`src/sv/srt_pkg.sv`:
```
// shared constants, types and helpers of the shortest-remaining-time scheduler
// no dependencies

`timescale 1ns / 1ps
`default_nettype none

package srt_pkg;

    localparam int MAX_PROCS = 16;
    localparam int SLOT_W    = (MAX_PROCS > 1) ? $clog2(MAX_PROCS) : 1;
    localparam int CNT_W     = $clog2(MAX_PROCS + 1);

    localparam int ARR_W   = 16;
    localparam int BUR_W   = 16;
    localparam int TIME_W  = 32;
    localparam int ID_W    = 5;
    localparam int ENTRY_W = ARR_W + 2 * BUR_W;

    localparam int S_DATA_W = 32;
    localparam int M_DATA_W = 104;
    localparam int M_USER_W = 2;

    localparam logic [TIME_W-1:0] TIME_MAX = '1;

    localparam logic OP_LOAD = 1'b0;
    localparam logic OP_TICK = 1'b1;

    typedef enum logic [4:0] {
        S_IDLE   = 5'b00001,
        S_SCAN   = 5'b00010,
        S_UPDATE = 5'b00100,
        S_TAT    = 5'b01000,
        S_EMIT   = 5'b10000
    } t_state;

    typedef struct packed {
        logic load;
        logic scan_start;
        logic scan_step;
        logic update;
        logic tat;
        logic emit;
    } t_dp_cmd;

    typedef struct packed {
        logic scan_done;
        logic out_free;
    } t_dp_sts;

    function automatic logic [TIME_W-1:0] sat_inc(input logic [TIME_W-1:0] v);
        return (v == TIME_MAX) ? v : v + 1'b1;
    endfunction

endpackage

`default_nettype wire

```
`src/sv/shortest_remaining_time_scheduler.sv`:
```
// channel   dir  handshake              payload
// s (in)    in   i_s_tvalid/o_s_tready  tdata {burst, arrival}, tuser opcode
// m (out)   out  o_m_tvalid/i_m_tready  tdata {all_done, wait, tat, comp, id}, tuser flags
//
// a load is absorbed in its transfer cycle and gives no result
// a tick runs the minimum scan, one table ram read per cycle, then the update,
// turnaround and result steps
// the result register holds until taken; a new item is accepted meanwhile
// i_rst_n is synchronous, active low; the job table needs no clearing
// top level of the scheduler; depends on srt_pkg, srt_ctrl, srt_dp, srt_ram

`timescale 1ns / 1ps
`default_nettype none

module shortest_remaining_time_scheduler
    import srt_pkg::*;
(
    input  wire logic                i_clk,
    input  wire logic                i_rst_n,
    input  wire logic                i_s_tvalid,
    output logic                     o_s_tready,
    input  wire logic [S_DATA_W-1:0] i_s_tdata,   // arrival_time[15:0], burst_time[31:16]
    input  wire logic                i_s_tuser,   // opcode
    output logic                     o_m_tvalid,
    input  wire logic                i_m_tready,
    output logic      [M_DATA_W-1:0] o_m_tdata,   // job_id[4:0], completion_time[36:5],
                                                  // turnaround_time[68:37],
                                                  // waiting_time[100:69], all_done[101]
    output logic      [M_USER_W-1:0] o_m_tuser    // job_ran[0], job_finished[1]
);

    t_dp_cmd w_cmd;
    t_dp_sts w_sts;

    srt_ctrl u_ctrl (
        .i_clk      (i_clk),
        .i_rst_n    (i_rst_n),
        .i_s_tvalid (i_s_tvalid),
        .i_opcode   (i_s_tuser),
        .o_s_tready (o_s_tready),
        .i_sts      (w_sts),
        .o_cmd      (w_cmd)
    );

    srt_dp u_dp (
        .i_clk      (i_clk),
        .i_rst_n    (i_rst_n),
        .i_s_tdata  (i_s_tdata),
        .i_cmd      (w_cmd),
        .o_sts      (w_sts),
        .o_m_tvalid (o_m_tvalid),
        .i_m_tready (i_m_tready),
        .o_m_tdata  (o_m_tdata),
        .o_m_tuser  (o_m_tuser)
    );

endmodule

`default_nettype wire

```
`src/sv/srt_ram.sv`:
```
// generic single-write, single-read ram with registered read data
// no dependencies

`timescale 1ns / 1ps
`default_nettype none

module srt_ram #(
    parameter int WIDTH = 8,
    parameter int DEPTH = 16,
    parameter int AW    = (DEPTH > 1) ? $clog2(DEPTH) : 1
) (
    input  wire logic             i_clk,
    input  wire logic             i_we,
    input  wire logic [AW-1:0]    i_waddr,
    input  wire logic [WIDTH-1:0] i_wdata,
    input  wire logic [AW-1:0]    i_raddr,
    output logic      [WIDTH-1:0] o_rdata
);

    logic [WIDTH-1:0] r_mem [DEPTH];

    always_ff @(posedge i_clk) begin
        if (i_we) begin
            r_mem[i_waddr] <= i_wdata;
        end
        o_rdata <= r_mem[i_raddr];
    end

endmodule

`default_nettype wire

```
`src/sv/srt_ctrl.sv`:
```
// controller state machine of the scheduler: sequences load, scan, update, turnaround, emit
// depends on srt_pkg

`timescale 1ns / 1ps
`default_nettype none

module srt_ctrl
    import srt_pkg::*;
(
    input  wire logic    i_clk,
    input  wire logic    i_rst_n,
    input  wire logic    i_s_tvalid,
    input  wire logic    i_opcode,
    output logic         o_s_tready,
    input  wire t_dp_sts i_sts,
    output t_dp_cmd      o_cmd
);

    t_state r_state;
    t_state n_state;

    always_ff @(posedge i_clk) begin
        if (!i_rst_n) begin
            r_state <= S_IDLE;
        end else begin
            r_state <= n_state;
        end
    end

    always_comb begin
        n_state    = r_state;
        o_cmd      = '0;
        o_s_tready = 1'b0;
        unique case (r_state)
            S_IDLE: begin
                o_s_tready = 1'b1;
                if (i_s_tvalid) begin
                    if (i_opcode == OP_TICK) begin
                        o_cmd.scan_start = 1'b1;
                        n_state          = S_SCAN;
                    end else begin
                        o_cmd.load = 1'b1;
                    end
                end
            end
            S_SCAN: begin
                if (i_sts.scan_done) begin
                    n_state = S_UPDATE;
                end else begin
                    o_cmd.scan_step = 1'b1;
                end
            end
            S_UPDATE: begin
                o_cmd.update = 1'b1;
                n_state      = S_TAT;
            end
            S_TAT: begin
                o_cmd.tat = 1'b1;
                n_state   = S_EMIT;
            end
            S_EMIT: begin
                if (i_sts.out_free) begin
                    o_cmd.emit = 1'b1;
                    n_state    = S_IDLE;
                end
            end
            default: begin
                n_state = S_IDLE;
            end
        endcase
    end

endmodule

`default_nettype wire

```
`src/sv/srt_dp.sv`:
```
// datapath of the scheduler: job table, minimum scan, time keeping, result register
// depends on srt_pkg and srt_ram

`timescale 1ns / 1ps
`default_nettype none

module srt_dp
    import srt_pkg::*;
(
    input  wire logic                i_clk,
    input  wire logic                i_rst_n,
    input  wire logic [S_DATA_W-1:0] i_s_tdata,
    input  wire t_dp_cmd             i_cmd,
    output t_dp_sts                  o_sts,
    output logic                     o_m_tvalid,
    input  wire logic                i_m_tready,
    output logic      [M_DATA_W-1:0] o_m_tdata,
    output logic      [M_USER_W-1:0] o_m_tuser
);

    logic [CNT_W-1:0]  r_loaded;
    logic [CNT_W-1:0]  r_finished;
    logic [TIME_W-1:0] r_time;
    logic [CNT_W-1:0]  r_idx;
    logic              r_pend;
    logic              r_found;
    logic              r_out_valid;

    logic [SLOT_W-1:0] r_best;
    logic [BUR_W-1:0]  r_best_rem;
    logic [ARR_W-1:0]  r_best_arr;
    logic [BUR_W-1:0]  r_best_bur;
    logic              r_fin;
    logic [TIME_W-1:0] r_comp;
    logic [TIME_W-1:0] r_tat;

    logic [ARR_W-1:0]   w_in_arr;
    logic [BUR_W-1:0]   w_in_bur;
    logic               w_load_ok;
    logic               w_we;
    logic [SLOT_W-1:0]  w_waddr;
    logic [ENTRY_W-1:0] w_wdata;
    logic [ENTRY_W-1:0] w_rdata;
    logic [ARR_W-1:0]   w_rd_arr;
    logic [BUR_W-1:0]   w_rd_bur;
    logic [BUR_W-1:0]   w_rd_rem;
    logic               w_better;
    logic               w_more;
    logic [TIME_W-1:0]  w_time_inc;
    logic [31:0]        w_id_wide;
    logic [ID_W-1:0]    w_id;
    logic [TIME_W-1:0]  w_wait;

    assign w_in_arr = i_s_tdata[ARR_W-1:0];
    assign w_in_bur = i_s_tdata[ARR_W+BUR_W-1:ARR_W];
    assign w_load_ok = i_cmd.load && (w_in_bur != '0) && (r_loaded < CNT_W'(MAX_PROCS));

    assign w_rd_arr = w_rdata[ENTRY_W-1:2*BUR_W];
    assign w_rd_bur = w_rdata[2*BUR_W-1:BUR_W];
    assign w_rd_rem = w_rdata[BUR_W-1:0];

    assign w_we    = w_load_ok || (i_cmd.update && r_found);
    assign w_waddr = i_cmd.update ? r_best : r_loaded[SLOT_W-1:0];
    assign w_wdata = i_cmd.update ? {r_best_arr, r_best_bur, r_best_rem - 1'b1}
                                  : {w_in_arr, w_in_bur, w_in_bur};

    srt_ram #(
        .WIDTH (ENTRY_W),
        .DEPTH (MAX_PROCS)
    ) u_table (
        .i_clk   (i_clk),
        .i_we    (w_we),
        .i_waddr (w_waddr),
        .i_wdata (w_wdata),
        .i_raddr (r_idx[SLOT_W-1:0]),
        .o_rdata (w_rdata)
    );

    assign w_more   = r_idx < r_loaded;
    assign w_better = r_pend && ({{(TIME_W-ARR_W){1'b0}}, w_rd_arr} <= r_time) &&
                      (w_rd_rem != '0) && (!r_found || (w_rd_rem < r_best_rem));
    assign w_time_inc = sat_inc(r_time);

    assign o_sts.scan_done = !r_pend && !w_more;
    assign o_sts.out_free  = !r_out_valid || i_m_tready;

    always_ff @(posedge i_clk) begin
        if (!i_rst_n) begin
            r_loaded    <= '0;
            r_finished  <= '0;
            r_time      <= '0;
            r_idx       <= '0;
            r_pend      <= 1'b0;
            r_found     <= 1'b0;
            r_out_valid <= 1'b0;
        end else begin
            if (w_load_ok) begin
                r_loaded <= r_loaded + 1'b1;
            end
            if (i_cmd.scan_start) begin
                r_idx   <= '0;
                r_pend  <= 1'b0;
                r_found <= 1'b0;
            end
            if (i_cmd.scan_step) begin
                r_pend <= w_more;
                if (w_more) begin
                    r_idx <= r_idx + 1'b1;
                end
                if (w_better) begin
                    r_found <= 1'b1;
                end
            end
            if (i_cmd.update) begin
                r_time <= w_time_inc;
                if (r_found && (r_best_rem == BUR_W'(1))) begin
                    r_finished <= r_finished + 1'b1;
                end
            end
            if (i_cmd.emit) begin
                r_out_valid <= 1'b1;
            end else if (i_m_tready) begin
                r_out_valid <= 1'b0;
            end
        end
    end

    // scan bookkeeping and result timing
    always_ff @(posedge i_clk) begin
        if (i_cmd.scan_step && w_better) begin
            r_best     <= SLOT_W'(r_idx - 1'b1);
            r_best_rem <= w_rd_rem;
            r_best_arr <= w_rd_arr;
            r_best_bur <= w_rd_bur;
        end
        if (i_cmd.update) begin
            r_fin  <= r_found && (r_best_rem == BUR_W'(1));
            r_comp <= w_time_inc;
        end
        if (i_cmd.tat) begin
            r_tat <= r_comp - {{(TIME_W-ARR_W){1'b0}}, r_best_arr};
        end
    end

    assign w_id_wide = 32'(r_best) + 32'd1;
    assign w_id      = r_found ? w_id_wide[ID_W-1:0] : '0;
    assign w_wait    = (r_tat >= {{(TIME_W-BUR_W){1'b0}}, r_best_bur}) ?
                       (r_tat - {{(TIME_W-BUR_W){1'b0}}, r_best_bur}) : '0;

    always_ff @(posedge i_clk) begin
        if (i_cmd.emit) begin
            o_m_tuser <= {r_fin, r_found};
            o_m_tdata <= {2'b00,
                          r_finished == r_loaded,
                          r_fin ? w_wait : '0,
                          r_fin ? r_tat : '0,
                          r_fin ? r_comp : '0,
                          w_id};
        end
    end

    assign o_m_tvalid = r_out_valid;

endmodule

`default_nettype wire

```
`config.mk`:
```
export PLATFORM = sky130hd
export DESIGN_NAME = shortest_remaining_time_scheduler
export DESIGN_NICKNAME = d
export VERILOG_FILES = /design/src/sv/srt_pkg.sv /design/src/sv/shortest_remaining_time_scheduler.sv /design/src/sv/srt_ram.sv /design/src/sv/srt_ctrl.sv /design/src/sv/srt_dp.sv
export SDC_FILE = /design/constraint.sdc
export NUM_CORES = 1
export LEC_CHECK = 0
export ABC_AREA = 1
export ABC_CLOCK_PERIOD_IN_PS = 7400
export BUFFER_PORTS_ARGS = -buffer_cell sky130_fd_sc_hd__buf_2
export CELL_PAD_IN_SITES_DETAIL_PLACEMENT = 1
export CELL_PAD_IN_SITES_GLOBAL_PLACEMENT = 1
export CORE_UTILIZATION = 25
export DETAILED_ROUTE_END_ITERATION = 16
export PLACE_DENSITY_LB_ADDON = 0.1
export RECOVER_POWER = 100
export SYNTH_ARGS = -nofsm -noshare
export SYNTH_HDL_FRONTEND = slang
export SYNTH_SLANG_ARGS = --single-unit
```
`constraint.sdc`:
```
create_clock -name i_clk -period 7.4 [get_ports i_clk]
set_clock_uncertainty 0.05 [all_clocks]
set_input_delay 1.85 -clock i_clk [delete_from_list [all_inputs] [get_ports i_clk]]
set_output_delay 1.85 -clock i_clk [all_outputs]
set_load 0.02 [all_outputs]
```
After elaboration in Yosys (flattened, before gate mapping)
Memory sizes are Yosys's and may differ from the RTL's. A register that Yosys moved wholly into a read port is not among the register bits.
Cells that the tools add are included.
{"block": "totals", "regBits": 276, "latchBits": 0, "ramBits": 768, "romBits": 0, "input_bits": 37, "out_inout_bits": 108, "wordCells": 101, "mem_count": 1}
{"block": "classes", "add_sub_neg": 9, "multipliers": 0, "div_mod_pow": 0, "n_lt_le_gt_ge": 5, "eq_ne": 12, "shift": 0, "muxes": 31, "bitwise": 0, "reduce_logical": 23}
{"name": "u_dp.u_table.r_mem", "words": 16, "width": 48, "rd": 1, "rd_ports_with_merged_regs": 1, "write_ports": 1, "line": "srt_ram.sv:20", "source": "logic [WIDTH-1:0] r_mem [DEPTH];"}
{"op": "32-bit by 16-bit subtractor with 32-bit output", "n": 2}
{"op": "48-bit two-way mux", "n": 1}
{"op": "5-bit two-way mux", "n": 7}
{"op": "32-bit by 1-bit adder with 32-bit output, second input constant", "n": 1}
{"op": "32-bit == test, second input constant", "n": 1}
{"op": "32-bit by 16-bit >= comparator with 1-bit output", "n": 1}
{"op": "16-bit by 32-bit <= comparator with 1-bit output", "n": 1}
{"op": "32-bit two-way mux", "n": 1}
{"op": "16-bit nonzero test", "n": 2}
{"op": "5-bit case mux with 5 select lines", "n": 1}
{"op": "1-bit two-way mux", "n": 18}
{"op": "16-bit by 1-bit == test with 1-bit output, second input constant", "n": 1}
{"op": "16-bit < comparator", "n": 1}
{"op": "16-bit by 1-bit subtractor with 16-bit output, second input constant", "n": 1}
{"op": "5-bit by 1-bit adder with 5-bit output, second input constant", "n": 3}
{"op": "1-bit logical AND", "n": 9}
{"op": "4-bit by 1-bit adder with 5-bit output, second input constant", "n": 1}
{"op": "5-bit by 1-bit == test with 1-bit output, second input constant", "n": 1}
{"op": "5-bit by 2-bit == test with 1-bit output, second input constant", "n": 1}
{"op": "5-bit by 3-bit == test with 1-bit output, second input constant", "n": 1}
{"op": "5-bit by 4-bit == test with 1-bit output, second input constant", "n": 1}
{"op": "5-bit == test", "n": 1}
{"op": "5-bit == test, second input constant", "n": 1}
{"op": "5-bit < comparator", "n": 1}
{"op": "11 further kinds", "n": 21}

Logic depth before layout (Yosys ltp)
{"block": "logic_depth", "word_depth": 8, "ltp_mapped": 14, "mapped_depth_nobuf": 14}

Modules after synthesis
From an unflattened synthesis, not the netlist that was laid out.
{"block": "unflattened", "cells_unflattened": 5059, "area_unflattened_um2": 49821.5}
{"mod": "srt_ram", "instances": 1, "cells_per_inst": 3165, "area_per_inst_um2": 33988.8, "seq_area_each_um2": 24023.0}
{"mod": "srt_dp", "instances": 1, "cells_per_inst": 1843, "area_per_inst_um2": 15487.4, "seq_area_each_um2": 7637.3}
{"mod": "srt_ctrl", "instances": 1, "cells_per_inst": 51, "area_per_inst_um2": 345.3, "seq_area_each_um2": 100.1}

Worst setup path before layout
No wires, ideal clock.
{"block": "synth_path", "path_type": "input to register", "start": "in i_m_tready", "end": "reg u_dp.o_m_tdata[0], enable pin", "setup_time_ns": 0.568, "t_arrival_ns": 6.208, "t_required_ns": 6.782, "slack_ns": 0.574, "path_stages": 2, "n_path_buf": 0, "cell_sequence": "nor2_1 > nor2_1"}
{"item": "from (decl)", "line": "shortest_remaining_time_scheduler.sv:25", "source": "input wire logic i_m_tready,"}
{"item": "to (signal assigned)", "line": "srt_dp.sv:153", "source": "o_m_tdata <= {2'b00,"}
{"item": "to (decl)", "line": "srt_dp.sv:17", "source": "output logic [M_DATA_W-1:0] o_m_tdata,"}

Final worst setup path
{"block": "layout_path", "start": "in i_s_tdata[29]", "end": "mem u_dp.u_table.r_mem[4][21] (netlist name), enable pin"}
{"block": "layout_via", "elab_chain_cells": 6}
{"item": "from (decl)", "line": "shortest_remaining_time_scheduler.sv:22", "source": "input wire logic [S_DATA_W-1:0] i_s_tdata,"}
{"item": "16-bit nonzero test", "line": "srt_dp.sv:56", "source": "assign w_load_ok = i_cmd.load && (w_in_bur != '0) && (r_loaded < CNT_W'(MAX_PROCS));"}
{"item": "1-bit logical AND (2 in a row)", "line": "srt_dp.sv:56"}
{"item": "1-bit logical OR", "line": "srt_dp.sv:62", "source": "assign w_we = w_load_ok || (i_cmd.update && r_found);"}
{"item": "1-bit two-way mux", "line": "srt_ram.sv:23", "source": "if (i_we) begin"}
{"item": "1-bit two-way mux (implied by the code)", "line": "srt_ram.sv:24", "source": "r_mem[i_waddr] <= i_wdata;"}
{"item": "to (decl)", "line": "srt_ram.sv:20"}
Every way passes these cells.

==> results.txt <==
status: finished, violations left
failing checks: capacitance limit, slew limit
Synth cell types: 50
most frequent cell after synthesis: edfxtp_1
Area Overhead vs Synth: 16.3%
Power Density: 254 nW/µm²
Initial DRC Count: 1780
final worst path period need: 5.69 ns
Adder-Cell Fraction of Synth Area: 0.0212
Final WS setup: 1.71 ns
Most common cell on crit path: nor2_1
later-pin clock latency in the skew report: 0.78 ns
total grt overflow: 0
final wirelength: 165 mm
CP Max Fanout: 39
crit path DAT: 5.99 ns
Static Leak: 0.0184 µW
Post-synth EDFFs: 989
Finish-stage setup viols: 0
DRC violations left: 0
via count: 31.4k
Final Max Tran Viols: 1024
crit-path cells: clkbuf_1, nor2_1, nand4_1, nand3b_1, nand2_1, o21ai_0, nand3_1, nor2_1, clkbuf_2
vias per std cell: 4.64
Antenna Nets Post-Route: 0
VDD IR-drop max: 171 µV
Syn Inst Count: 4026
Resized Gates After CTS: 0
post-synthesis cell area: 46200 µm²
total power: 13600 µW
fmax: 0.176 GHz
Critical R2R Launch: u_ctrl.r_state[4]$_SDFFE_PN0P_
Compound-Gate Fraction of Synth Area: 0.106
H-Tree Depth: 4
post-synthesis simple-gate area fraction: 0.130
cell row count: 157
# Max-Cap Violations: 27
Setup TNS: 0 ns
vias in the first global route: 32.8k
CTS clk-pin slew, worst paths: 0.05 ns
post-DP HPWL: 106 mm
DIE WIDTH: 432 µm
xor and xnor area share after synthesis: 0.0101
drt first pass iters: 7
share of cells above drive strength 1: 0.0689
CTS Buf Count: 136
Util after Layout: 0.293
proportion of synthesized area in mux cells: 0
GPL Wtd Cong: 0.794
ys async rst share: 0
hold_ws: 0.353 ns
synth cell count leaders: edfxtp_1, nor2_1, nand2_1
reg2reg end: u_dp.u_table.r_mem[13][0]$_DFFE_PP_
crit path buf inv count: 2
Max clock buf depth: 3
hold worst-path end: u_dp.r_best_bur[15]$_DFFE_PP_
Worst Path Required: 7.71 ns
worst hold start: u_dp.u_table.o_rdata[31]$_DFF_P_
R2R Setup Slk: 1.82 ns
pre-CTS setup slack: 1.94 ns
IO buf count: 142
# IOs: 145
Overall Global Routing Usage: 0.176
RSZ-0062 raised after global routing: false
CP Class: primary input to flop
Final Hold Vio Count: 0
Yosys reg bits: 1092
mean area per synthesized cell: 11.5 µm²
ys flop type: edfxtp_1
# Post-CTS Setup Buffers: 0
Root Buffer: clkbuf_16
Final Cycle Share: 0.768
Hold Path Class: flop to flop
Slowest-stage cell, CP: clkbuf_2
Worst path max stage delay: 1.32 ns
largest net degree at the start of global routing: 137
Worst Setup Start Kind: primary input
global-route wire length before repair: 239 mm
Die H: 432 µm
Top Family by Delay on Critical Path: simple AND/OR/NAND/NOR gates
sequential share of the synthesized area: 0.688
largest cells by area after synthesis: edfxtp_1, o21ai_0, nor2_1
core box area: 183000 µm²
largest area contributor in the netlist: edfxtp_1
Die ar.: 186000 µm²
largest family of logic cells by synthesized area: simple AND/OR/NAND/NOR gates
r2r worst-path depth: 7
Crit. End Element: flop
DR WL/cell: 24.4 µm
Syn. warnings: 0
Starting Density: 0.252
Worst slew margin: -1.02
Nets: 4306
CTS tree: yes
cts hold-fix bufs: 0
worst slew pin tran: 3.04 ns
initial antenna violation count: 10
# clock sinks: 1092
Cells on Worst Hold Path: 0
top cell type's share of synthesized area: 0.643
==> per-stage QoR <==
step | cell area (µm²) | std cells
finish | 53700 | 6762
global route | 53700 | 6761
CTS | 54300 | 6760
detailed placement | 50000 | 6518
global placement | 50000 | 6518
floorplan | 46200 | 4027
==> report_power, final <==
part / internal [µW] / switching, µW
sequential: 6750 / 24.0
combinational: 64.0 / 236
clock: 3840 / 2690
==> worst max-delay path by stage <==
stage	start	endpoint	slack, ns	depth (start not counted)
2_1_floorplan	i_m_tready	u_dp.o_m_tdata[0]$_SDFFCE_PN0P_	0.57	2
3_3_place_gp	i_s_tdata[31]	u_dp.u_table.r_mem[6][23]$_DFFE_PP_	1.95	9
3_5_place_dp	i_s_tdata[29]	u_dp.u_table.r_mem[8][20]$_DFFE_PP_	1.94	9
4_1_cts	i_s_tdata[29]	u_dp.u_table.r_mem[8][20]$_DFFE_PP_	2.79	9
5_1_grt	i_s_tdata[29]	u_dp.u_table.r_mem[2][2]$_DFFE_PP_	1.42	9
6_report	i_s_tdata[29]	u_dp.u_table.r_mem[4][21]$_DFFE_PP_	1.71	9
==> area by class of cell <==
type | count | area [µm²]
diodes | 2 | 5.00
clock buffers | 175 | 3660
clock inverters | 67 | 623
fillers | 20300 | 130000
inverters | 313 | 1200
multi-input cells | 2430 | 12300
flip-flops and latches | 1092 | 31800
well taps | 2464 | 3080
repair buffers | 219 | 1060
==> registers in the layout, summed over array words and instances, names as in the netlist, 16 cells and up <==
register and flops:
u_dp.r_best_rem 16, u_dp.r_tat 32, u_dp.r_best_arr 16, u_dp.u_table.r_mem 768
u_dp.r_best_bur 16, u_dp.r_comp 32, u_dp.r_time 32, u_dp.u_table.o_rdata 48
u_dp.o_m_tdata 102
==> per-layer routing <==
layer | GRT usage | routed length, µm | vias up
met5 | 0 | 0 | -
met1 | 0.236 | 76500 | 16100
met4 | 0.0460 | 3450 | 0
met3 | 0.0225 | 4710 | 179
li1 | - | - | 14700
met2 | 0.300 | 80600 | 439
==> kinds of logic after synthesis <==
| logic type | count (synthesis) |
|---|---|
| adders and majority gates | 77 |
| AOI/OAI and AO/OA | 868 |
| other | 1 |
| xor gates and xnor gates | 53 |
| buffers and inverters | 505 |
| DFF | 1092 |
| and+or+nand+nor | 1430 |
==> cell usage in the layout, fill, tap and decap left out, drive strengths merged, types with 2 or more instances in the layout <==
| cell type | count |
|---|---|
| edfxtp | 989 |
| a211oi | 4 |
| nand2 | 560 |
| nand3b | 8 |
| xor2 | 34 |
| ha | 75 |
| o31ai | 3 |
| a21o | 4 |
| xnor2 | 19 |
| dfxtp | 103 |
| clkbuf | 335 |
| conb | 2 |
| inv | 313 |
| a21oi | 111 |
| nor2 | 596 |
| nor3 | 44 |
| o21ai | 512 |
| clkinv | 52 |
| o22ai | 124 |
| o221ai | 68 |
| bufinv | 10 |
| nor4 | 12 |
| o21a | 3 |
| buf | 59 |
| nor3b | 4 |
| a31oi | 4 |
| o21bai | 4 |
| nand3 | 173 |
| nand4 | 23 |
| diode | 2 |
| or2 | 8 |
| fa | 2 |
| clkinvlp | 5 |
| o211ai | 30 |
Power figures use the tool's default switching activity.
